**src/hdl/kbc_pkg.sv**
```systemverilog
`timescale 1ns / 1ps
// ----------------------------------------------------------------------------
// kbc_pkg
// shared types, alphabet tables and helper functions for the keyed byte
// cipher nibble codec
// ----------------------------------------------------------------------------
package kbc_pkg;

  localparam int KEY_BYTES_MAX = 16;
  localparam int KEY_POS_W     = $clog2(KEY_BYTES_MAX);
  localparam int KEY_LEN_W     = KEY_POS_W + 1;
  localparam int ALPHA_COUNT   = 3;
  localparam int ALPHA_SIZE    = 16;
  localparam int CFG_DATA_W    = 64;
  localparam int CFG_ADDR_W    = 5;

  // register index, taken from paddr[4:3]
  typedef enum logic [1:0] {
    REG_DIRECTION  = 2'd0,
    REG_KEY_LENGTH = 2'd1,
    REG_KEY_LOW    = 2'd2,
    REG_KEY_HIGH   = 2'd3
  } reg_index_t;

  localparam logic DIR_ENCODE = 1'b0;
  localparam logic DIR_DECODE = 1'b1;

  typedef logic [7:0] byte_t;

  localparam byte_t ALPHA [ALPHA_COUNT][ALPHA_SIZE] = '{
    '{"a", "0", "s", "g", "A", "6", "u", "C", "d", "8", "w", "j", "5", "o", "G", "l"},
    '{"q", "I", "3", "b", "K", "F", "y", "x", "h", "t", "1", "e", "J", "L", "p", "m"},
    '{"D", "9", "k", "4", "z", "7", "f", "B", "r", "v", "i", "E", "c", "H", "2", "n"}
  };

  // nibble mod 3
  localparam logic [1:0] MOD3 [ALPHA_SIZE] = '{
    2'd0, 2'd1, 2'd2, 2'd0, 2'd1, 2'd2, 2'd0, 2'd1,
    2'd2, 2'd0, 2'd1, 2'd2, 2'd0, 2'd1, 2'd2, 2'd0
  };

  typedef struct packed {
    logic                 direction;
    logic [KEY_LEN_W-1:0] key_length;
    logic [63:0]          key_bytes_low;
    logic [63:0]          key_bytes_high;
  } kbc_cfg_t;

  typedef struct packed {
    logic [KEY_POS_W-1:0] key_position;
    logic [1:0]           alphabet_choice;
  } kbc_state_t;

  typedef struct packed {
    byte_t plain_byte;
    byte_t text_char_first;
    byte_t text_char_second;
    logic  last_item;
  } kbc_item_t;

  typedef struct packed {
    byte_t code_char_first;
    byte_t code_char_second;
    byte_t restored_byte;
    logic  bad_char;
    logic  end_of_message;
  } kbc_result_t;

  typedef struct packed {
    logic [3:0] nibble;
    logic       bad;
  } nib_lookup_t;

  // reverse search through the union of alphabets: first table hit wins
  function automatic nib_lookup_t char_to_nibble(input byte_t ch);
    nib_lookup_t res;
    res.nibble = 4'd0;
    res.bad    = 1'b1;
    for (int a = ALPHA_COUNT - 1; a >= 0; a--) begin
      for (int n = ALPHA_SIZE - 1; n >= 0; n--) begin
        if (ALPHA[a][n] == ch) begin
          res.nibble = 4'(n);
          res.bad    = 1'b0;
        end
      end
    end
    return res;
  endfunction

endpackage

```
**src/hdl/kbc_core.sv**
```systemverilog
`timescale 1ns / 1ps
// ----------------------------------------------------------------------------
// kbc_core
// per-item transform: key byte select, cipher add or subtract, nibble
// alphabet encode or decode, and next key position and alphabet choice
// ----------------------------------------------------------------------------
module kbc_core (
  input  kbc_pkg::kbc_cfg_t    cfg,
  input  kbc_pkg::kbc_state_t  state,
  input  kbc_pkg::kbc_item_t   item,
  output kbc_pkg::kbc_result_t result,
  output kbc_pkg::kbc_state_t  state_next
);
  import kbc_pkg::*;

  logic [127:0]         key_all;
  byte_t                key;
  logic [KEY_LEN_W-1:0] len_eff;
  logic [KEY_LEN_W-1:0] pos_inc;
  logic [1:0]           alph;
  byte_t                ciph;
  logic [3:0]           enc_lo;
  logic [3:0]           enc_hi;
  nib_lookup_t          dec_lo;
  nib_lookup_t          dec_hi;
  logic [3:0]           hi_used;

  assign key_all = {cfg.key_bytes_high, cfg.key_bytes_low};
  assign key     = key_all[{state.key_position, 3'b000} +: 8];

  // key length clamped to 1..max
  always_comb begin
    if (cfg.key_length == '0) begin
      len_eff = KEY_LEN_W'(1);
    end else if (cfg.key_length > KEY_LEN_W'(KEY_BYTES_MAX)) begin
      len_eff = KEY_LEN_W'(KEY_BYTES_MAX);
    end else begin
      len_eff = cfg.key_length;
    end
  end

  assign alph   = (state.alphabet_choice == 2'd3) ? 2'd0 : state.alphabet_choice;
  assign ciph   = item.plain_byte - key;
  assign enc_lo = ciph[3:0];
  assign enc_hi = ciph[7:4];
  assign dec_lo = char_to_nibble(item.text_char_first);
  assign dec_hi = char_to_nibble(item.text_char_second);

  always_comb begin
    result = '0;
    result.end_of_message = item.last_item;
    if (cfg.direction == DIR_ENCODE) begin
      result.code_char_first  = ALPHA[alph][enc_lo];
      result.code_char_second = ALPHA[MOD3[enc_lo]][enc_hi];
      hi_used                 = enc_hi;
    end else begin
      result.restored_byte = {dec_hi.nibble, dec_lo.nibble} + key;
      result.bad_char      = dec_lo.bad | dec_hi.bad;
      hi_used              = dec_hi.nibble;
    end
  end

  assign pos_inc = {1'b0, state.key_position} + KEY_LEN_W'(1);

  always_comb begin
    if (item.last_item) begin
      state_next = '0;
    end else begin
      state_next.alphabet_choice = MOD3[hi_used];
      state_next.key_position    = (pos_inc >= len_eff) ? '0 : pos_inc[KEY_POS_W-1:0];
    end
  end

endmodule

```
**src/hdl/keyed_byte_cipher_nibble_codec_top.sv**
```systemverilog
`timescale 1ns / 1ps
// ----------------------------------------------------------------------------
// keyed_byte_cipher_nibble_codec_top
// keyed byte cipher with a three-alphabet nibble text codec, encode or
// decode per the direction register, one result beat per input beat
// ----------------------------------------------------------------------------
// path: input beat to result beat through the input register, then the
// result register; throughput: one beat per cycle while out_stall is low,
// set by the single registered pass through kbc_core with the key/alphabet
// state updated as the item leaves the input register
// reset (rst, synchronous): pipeline empty, key position and alphabet 0,
// direction encode, key length 1, key bytes 0
module keyed_byte_cipher_nibble_codec_top (
  input  logic                         clk,
  input  logic                         rst,
  // input beat channel
  input  logic                         in_valid,
  output logic                         in_stall,
  input  logic [7:0]                   plain_byte,
  input  logic [7:0]                   text_char_first,
  input  logic [7:0]                   text_char_second,
  input  logic                         last_item,
  // result beat channel
  output logic                         out_valid,
  input  logic                         out_stall,
  output logic [7:0]                   code_char_first,
  output logic [7:0]                   code_char_second,
  output logic [7:0]                   restored_byte,
  output logic                         bad_char,
  output logic                         end_of_message,
  // configuration port
  input  logic                         psel,
  input  logic                         penable,
  input  logic                         pwrite,
  input  logic [kbc_pkg::CFG_ADDR_W-1:0] paddr,
  input  logic [kbc_pkg::CFG_DATA_W-1:0] pwdata,
  output logic [kbc_pkg::CFG_DATA_W-1:0] prdata,
  output logic                         pready
);
  import kbc_pkg::*;

  // configuration registers
  kbc_cfg_t    cfg;
  reg_index_t  reg_sel;
  logic        cfg_write;

  // input register stage
  logic        s1_valid;
  kbc_item_t   s1_item;
  logic        s1_advance;
  logic        out_free;
  logic        in_accept;

  // running state and result register
  kbc_state_t  state;
  kbc_state_t  state_next;
  kbc_result_t core_result;
  kbc_result_t out_result;

  // ---------------------------------------------------------------------------
  // register file: 8-byte spacing since the key registers are 64 bits
  // ---------------------------------------------------------------------------
  assign pready    = 1'b1;
  assign reg_sel   = reg_index_t'(paddr[4:3]);
  assign cfg_write = psel && penable && pwrite && pready;

  always_ff @(posedge clk) begin
    if (rst) begin
      cfg.direction      <= DIR_ENCODE;
      cfg.key_length     <= KEY_LEN_W'(1);
      cfg.key_bytes_low  <= '0;
      cfg.key_bytes_high <= '0;
    end else if (cfg_write) begin
      case (reg_sel)
        REG_DIRECTION:  cfg.direction      <= pwdata[0];
        REG_KEY_LENGTH: cfg.key_length     <= pwdata[KEY_LEN_W-1:0];
        REG_KEY_LOW:    cfg.key_bytes_low  <= pwdata;
        REG_KEY_HIGH:   cfg.key_bytes_high <= pwdata;
        default: ;
      endcase
    end
  end

  always_comb begin
    case (reg_sel)
      REG_DIRECTION:  prdata = CFG_DATA_W'(cfg.direction);
      REG_KEY_LENGTH: prdata = CFG_DATA_W'(cfg.key_length);
      REG_KEY_LOW:    prdata = cfg.key_bytes_low;
      REG_KEY_HIGH:   prdata = cfg.key_bytes_high;
      default:        prdata = '0;
    endcase
  end

  // ---------------------------------------------------------------------------
  // handshake: the result register frees up when empty or being taken;
  // the input register then drains into it, and accepts a new beat the
  // same cycle
  // ---------------------------------------------------------------------------
  assign out_free   = !out_valid || !out_stall;
  assign s1_advance = s1_valid && out_free;
  assign in_stall   = s1_valid && !out_free;
  assign in_accept  = in_valid && !in_stall;

  always_ff @(posedge clk) begin
    if (rst) begin
      s1_valid <= 1'b0;
    end else if (in_accept) begin
      s1_valid <= 1'b1;
    end else if (s1_advance) begin
      s1_valid <= 1'b0;
    end
  end

  always_ff @(posedge clk) begin
    if (in_accept) begin
      s1_item.plain_byte       <= plain_byte;
      s1_item.text_char_first  <= text_char_first;
      s1_item.text_char_second <= text_char_second;
      s1_item.last_item        <= last_item;
    end
  end

  // ---------------------------------------------------------------------------
  // cipher and nibble codec
  // ---------------------------------------------------------------------------
  kbc_core u_core (
    .cfg        (cfg),
    .state      (state),
    .item       (s1_item),
    .result     (core_result),
    .state_next (state_next)
  );

  // key position and alphabet move on only when an item leaves the input
  // register, so back-to-back items see the state of their predecessor
  always_ff @(posedge clk) begin
    if (rst) begin
      state <= '0;
    end else if (s1_advance) begin
      state <= state_next;
    end
  end

  always_ff @(posedge clk) begin
    if (rst) begin
      out_valid <= 1'b0;
    end else if (out_free) begin
      out_valid <= s1_valid;
    end
  end

  always_ff @(posedge clk) begin
    if (s1_advance) begin
      out_result <= core_result;
    end
  end

  assign code_char_first  = out_result.code_char_first;
  assign code_char_second = out_result.code_char_second;
  assign restored_byte    = out_result.restored_byte;
  assign bad_char         = out_result.bad_char;
  assign end_of_message   = out_result.end_of_message;

  // ---------------------------------------------------------------------------
  // checks
  // ---------------------------------------------------------------------------
  // alphabet choice only ever holds a nibble mod 3
  a_alpha_range : assert property (@(posedge clk) disable iff (rst)
    state.alphabet_choice != 2'd3)
    else $error("alphabet choice out of range");

  // stall is only raised with a beat waiting in the input register
  a_stall_has_beat : assert property (@(posedge clk) disable iff (rst)
    in_stall |-> s1_valid)
    else $error("input stalled with empty input register");

  // a last beat leaving the input register restarts the message state
  a_last_clears : assert property (@(posedge clk) disable iff (rst)
    (s1_advance && s1_item.last_item) |=> (state == '0))
    else $error("state not cleared after end of message");

  // a beat handed to the result register shows up as a valid result
  a_advance_valid : assert property (@(posedge clk) disable iff (rst)
    s1_advance |=> out_valid)
    else $error("result lost after advance");

endmodule

```
**config.mk**
```make
export PLATFORM = sky130hd
export DESIGN_NAME = keyed_byte_cipher_nibble_codec_top
export DESIGN_NICKNAME = d
export VERILOG_FILES = /design/src/hdl/kbc_pkg.sv /design/src/hdl/kbc_core.sv /design/src/hdl/keyed_byte_cipher_nibble_codec_top.sv
export SDC_FILE = /design/constraint.sdc
export NUM_CORES = 1
export LEC_CHECK = 0
export BUFFER_PORTS_ARGS = -buffer_cell sky130_fd_sc_hd__buf_4
export CORE_MARGIN = 5
export CORE_UTILIZATION = 50
export DETAILED_ROUTE_END_ITERATION = 10
export PLACE_DENSITY = 0.72
export SLEW_MARGIN = 20
export SYNTH_ARGS = -nofsm -noshare
export SYNTH_HDL_FRONTEND = slang
export SYNTH_SLANG_ARGS = --single-unit
```
**constraint.sdc**
```tcl
create_clock -name clk -period 15.8 [get_ports clk]
set_input_delay 2.37 -clock clk [delete_from_list [all_inputs] [get_ports clk]]
set_output_delay 2.37 -clock clk [all_outputs]
set_load 0.1 [all_outputs]
```
======== Yosys cells after proc, flatten, opt, wreduce, memory -nomap -nowiden ========
Memories as Yosys holds them, arrays and structs flattened.
Index checks and enable logic that the tools add are counted.
storage, ports and cells
  flip-flop bits (word level) ............. 193
  memory bits (read-only) ................. 64
  input bits .............................. 101
  output and inout bits ................... 93
  word-level logic and storage cells ...... 274
  memories kept ........................... 2
memory list
  memory           depth  width  read ports  clocked after Yosys merged registers in  write ports  RTL line        source
  (no name shown)  16     2      1           0                                        0            kbc_core.sv:54  result.code_char_second = ALPHA[MOD3[enc_lo]][enc_hi];
  (no name shown)  16     2      1           0                                        0            kbc_core.sv:69  state_next.alphabet_choice = MOD3[hi_used];
cells by class
  $add $sub $neg .......................... 3
  order comparisons ....................... 7
  eq/ne operators ......................... 100
  shift operators ......................... 1
  mux-type cells .......................... 121
  bitwise gates (word level) .............. 6
  reductions and logical operators ........ 17
operators by type and width
  cell                                                                  number
  7-bit by 8-bit equality test with 1-bit output, first input constant  76
  128-bit binary-select mux with 2-bit select                           2
  128-bit two-way mux                                                   4
  5-bit two-way mux                                                     98
  64-bit one-hot mux with 4 select lines                                1
  6-bit by 8-bit equality test with 1-bit output, first input constant  20
  128-bit by 8-bit variable part select with 8-bit output               1
  8-bit binary-select mux with 4-bit select                             2
  8-bit two-way mux                                                     4
  5-bit greater-or-equal comparator, second input constant              3
  4-bit NOT with 5-bit output                                           3
  2-bit two-way mux                                                     5
  8-bit adder                                                           1
  4-bit two-way mux                                                     2
  2-bit AND reduction                                                   4
  8-bit subtractor                                                      1
  2-bit equality test, second input constant                            3
  3-bit greater-or-equal comparator, second input constant              2
  6-bit two-way mux                                                     1
  2-bit NOT with 3-bit output                                           2
  4-bit by 1-bit adder with 5-bit output, second input constant         1
  5-bit greater-or-equal comparator                                     1
  5-bit greater-than comparator, second input constant                  1
  1-bit logical AND                                                     5
  8 further kinds                                                       12

======== Logic depth before layout (Yosys ltp) ========
  word-level depth ........................ 55
  gate-level depth with buffers ........... 21
  depth with buffers taken out ............ 17

======== Modules after synthesis ========
Synthesis repeated with hierarchy kept, for this count alone.
second synthesis, totals
  cell total of the unflattened synthesis .. 1416
  area, all modules ....................... 13414.1 sq um
by module, submodules not included
  module                              times used  cells an instance  area each (sq um)  seq. area each (sq um)
  keyed_byte_cipher_nibble_codec_top  1           737                8534.4             4374.2
  kbc_core                            1           679                4879.7             0.0

======== Worst setup path after synthesis ========
Ideal clock, no wire load.
  path kind ............................... in2out
  from .................................... input port paddr[3] (netlist bit)
  to ...................................... output port prdata[10] (netlist bit)
  arrival time ............................ 4.840 ns
  data required time ...................... 13.430 ns
  path slack .............................. 8.590 ns
  cell stages on the path ................. 5
  path buffers ............................ 3
  cells stage by stage .................... clkbuf_1 -> clkbuf_1 -> buf_1 -> mux2i_1 -> nor2b_1
between the ends
  word-level cells in the longest chain between the ends .. 2
  elaborated cells on any way between the ends .. 5
  those cells by class .................... eq/ne (3); mux (1); reduce/logical (1)
RTL lines
  element                                      RTL line                                  source
  start: declaration                           keyed_byte_cipher_nibble_codec_top.sv:35  input logic [kbc_pkg::CFG_ADDR_W-1:0] paddr,
  2-bit equality test (tied with other cells)  keyed_byte_cipher_nibble_codec_top.sv:85  case (reg_sel)
  64-bit one-hot mux with 4 select lines (*)   keyed_byte_cipher_nibble_codec_top.sv:85
  end: declaration                             keyed_byte_cipher_nibble_codec_top.sv:37  output logic [kbc_pkg::CFG_DATA_W-1:0] prdata,
Every way passes the cells marked *; elsewhere a longest branch is shown, timed or not.

======== Worst setup path in the final report ========
  from .................................... input port paddr[3] (netlist bit)
  to ...................................... output port prdata[7] (netlist bit)
Same word-level chain as after synthesis.

==> results.tsv <==
metric	value	unit
nNetsFinal	1743	
crit_path_start_kind	primary input	
swShare	0.335	
worstPathMaxFanout	62	
initial_core_util	0.508	
cts_sinks	191	
grt_pass1_vias	10851	
dp.cells	1913	
hold_buffers	0	
max_slew_margin	0.249	
min_period_over_period	0.422	
cts_setup_buffers	0	
wl_met3	2.61	mm
grt_max_degree	75	
seq_power_share	0.428	
cts_tree	done	
clk_pin_slew	70	ps
wl_met1	14.8	mm
grt_overflow_total	0	
vias	11473	
clkLatencyLatePin	440	ps
critPathSlowestCell	buf_4	
final_cells	1945	
track_usage	0.246	
drcViolationCount	0	
combPwrFrac	0.211	
cts_max_path_buffers	2	
route.met2.wl	17.2	mm
clock-root-buffer	clkbuf_16	
avgSynthCellArea	8.17	sq um
whs_path_depth	2	
p_clk_frac	0.361	
worstReg2RegStart	state[3]	
worst_slew_pin_slew	1130	ps
synthesis.area	12400	sq um
setup_ws	9130	ps
detail-route-antenna-nets	0	
ys_seq_area_frac	0.348	
status	finished, final reports clean	
regToRegEndpoint	code_char_second[6]	
fmax	0.150	GHz
synth_edf_count	49	
required	13430	ps
cts_max_level	4	
antenna_found_initial	0	
die_h	167	um
n_antenna_cell	0	
hold_end	cfg[26]	
powerDensity	86.4	nW/um^2
dp_slack	9200	ps
irDropWorstVdd	0.0756	mV
p_sw	0.000418	W
cp-end-kind	output pin	
top_layer_used	met4	
fin_crit	6670	ps
setup_viol	0	
cp_common_cell	buf_4	
dieWidth	167	um
post-dp-hpwl	24.3	mm
async_flop_share	0	
first_pass_iters	5	
path_cells	buf_4 > buf_4 > mux2i_1 > nor2b_1 > buf_4	
finalMaxSlewViolations	0	
grt_pass1_wl	57.1	mm
layout-drive-gt1-share	0.184	
p_leak	5.32	nW
synth_ff_type	dfxtp_1	
path_class	primary input to output pin	
hp-class	flop to flop	
cts_buffers	17	
drt_iter0_drc	1018	
maxCapViolations	0	
drt-total-wl	35.7	mm
ys_warn_count	0	
finalSetupTns	0	ps
finalHoldViolCount	0	
synth-seq-cells	191	
max_stage_delay	830	ps
fin_skew	20.8	ps
wl_per_cell	18.4	um
dieArea	28000	sq um
viasPerCell	5.90	
ctsResizeCount	0	
num_rows	57	
place.gp.congestion	0.899	
ioPinCount	194	
arrival	4300	ps
reg2reg_depth	15	
core	24400	sq um
p_int	0.000831	W
grt_setup_unrepaired	no	
synthCells	1517	
hold_start	cfg[26]	
portBuffers	187	
reg2reg_setup_slack	9800	ps
synth_cell_types	80	
area_growth	16.6	%
power groups by stage:
stage | sequential [W] | combinational, W | clock [W]
floorplan | 0.000567 | 0.000167 | 0
global placement | 0.000544 | 0.000257 | 0
finish | 0.000534 | 0.000263 | 0.000451
detailed placement | 0.000545 | 0.000260 | 0
global route | 0.000536 | 0.000284 | 0.000476
CTS | 0.000533 | 0.000261 | 0.000456
cells by family after synthesis:
group                    after synthesis  share of synthesized area
AO/OA/AOI/OAI                        379                      0.185
XOR/XNOR                              22                     0.0162
adder cells (fa/ha/maj)               34                     0.0355
buffers and inverters                165                     0.0517
flip-flops                           191                      0.348
multiplexers                         116                      0.137
other                                  2                   0.000606
AND/OR/NAND/NOR                      608                      0.227
worst max path at each step:
stage,startpoint,end,slack (ps)
after global placement,paddr[3],prdata[39],9210
after global routing,paddr[3],prdata[7],9080
after CTS,paddr[3],prdata[7],9190
after floorplan,paddr[3],prdata[10],8590
final,paddr[3],prdata[7],9130
after detailed placement,paddr[3],prdata[39],9200
layout by cell type (no fill, tap or decap), types with 8 or more instances in the layout:
cell,netlist,layout
nand2_1,317,317
buf_4,3,202
a21oi_1,188,188
dfxtp_1,142,140
nor2_1,87,86
nor2b_1,72,71
mux2i_1,68,68
edfxtp_1,49,49
mux4_2,42,42
o21ai_0,38,38
ha_1,32,32
inv_1,28,28
nand3_1,28,27
nor3_1,22,22
o21ai_1,19,19
clkbuf_16,0,17
a31oi_1,16,16
xnor2_1,15,15
nand2b_1,14,14
a211oi_1,15,14
o211ai_1,14,14
and2_1,11,11
or3_1,10,10
a22oi_1,9,9
o22ai_1,8,8
critical path: cells and delay by family:
| kind | cells | cell delay, ps |
|---|---|---|
| multiplexers | 1 | 200 |
| buffers and inverters | 3 | 1330 |
| AND/OR/NAND/NOR | 1 | 300 |
per-stage QoR:
stage | utilization | power (W) | cell area (sq um) | hold WS, ps
after global routing | 0.593 | 0.00130 | 14500 | 491
after global placement | 0.567 | 0.000801 | 13800 | 454
after CTS | 0.592 | 0.00125 | 14400 | 472
after detailed placement | 0.567 | 0.000805 | 13800 | 459
after floorplan | - | 0.000735 | 12400 | 439
final | 0.593 | 0.00125 | 14500 | 472
layout make-up:
class | instances | area [sq um]
Sequential cell | 191 | 4320
Tap cell | 324 | 405
Inverter | 34 | 128
Timing Repair Buffer | 202 | 1520
Fill cell | 2185 | 9940
Clock inverter | 14 | 180
Clock buffer | 18 | 429
Multi-Input combinational cell | 1162 | 7480
state kept, by name (all words and copies together) (netlist names):
register,count
bad_char,1
cfg,134
code_char_first,7
code_char_second,7
end_of_message,1
out_valid,1
restored_byte,8
s1_item,25
s1_valid,1
state,6
cells in the mapped netlist (7+ instances only):
cell | number | share of area
a211oi_1 | 15 | 0.0091
a21o_1 | 7 | 0.0042
a21oi_1 | 188 | 0.076
a22oi_1 | 9 | 0.0055
a31oi_1 | 16 | 0.0081
and2_1 | 11 | 0.0056
and3_1 | 8 | 0.0040
buf_1 | 15 | 0.0045
clkbuf_1 | 110 | 0.033
dfxtp_1 | 142 | 0.23
edfxtp_1 | 49 | 0.12
ha_1 | 32 | 0.032
inv_1 | 28 | 0.0085
mux2i_1 | 68 | 0.055
mux4_2 | 42 | 0.076
nand2_1 | 317 | 0.096
nand2b_1 | 14 | 0.0071
nand3_1 | 28 | 0.011
nor2_1 | 87 | 0.026
nor2b_1 | 72 | 0.036
nor3_1 | 22 | 0.0089
o211ai_1 | 14 | 0.0085
o21ai_0 | 38 | 0.015
o21ai_1 | 19 | 0.0077
o22ai_1 | 8 | 0.0040
or3_1 | 10 | 0.0050
xnor2_1 | 15 | 0.011
per-layer routing:
metal	vias up	global-route usage
met2	437	0.398
met4	0	0.0840
met5	-	0
met1	5395	0.329
met3	68	0.0512
li1	5573	-
Power figures use the tool's default switching activity.
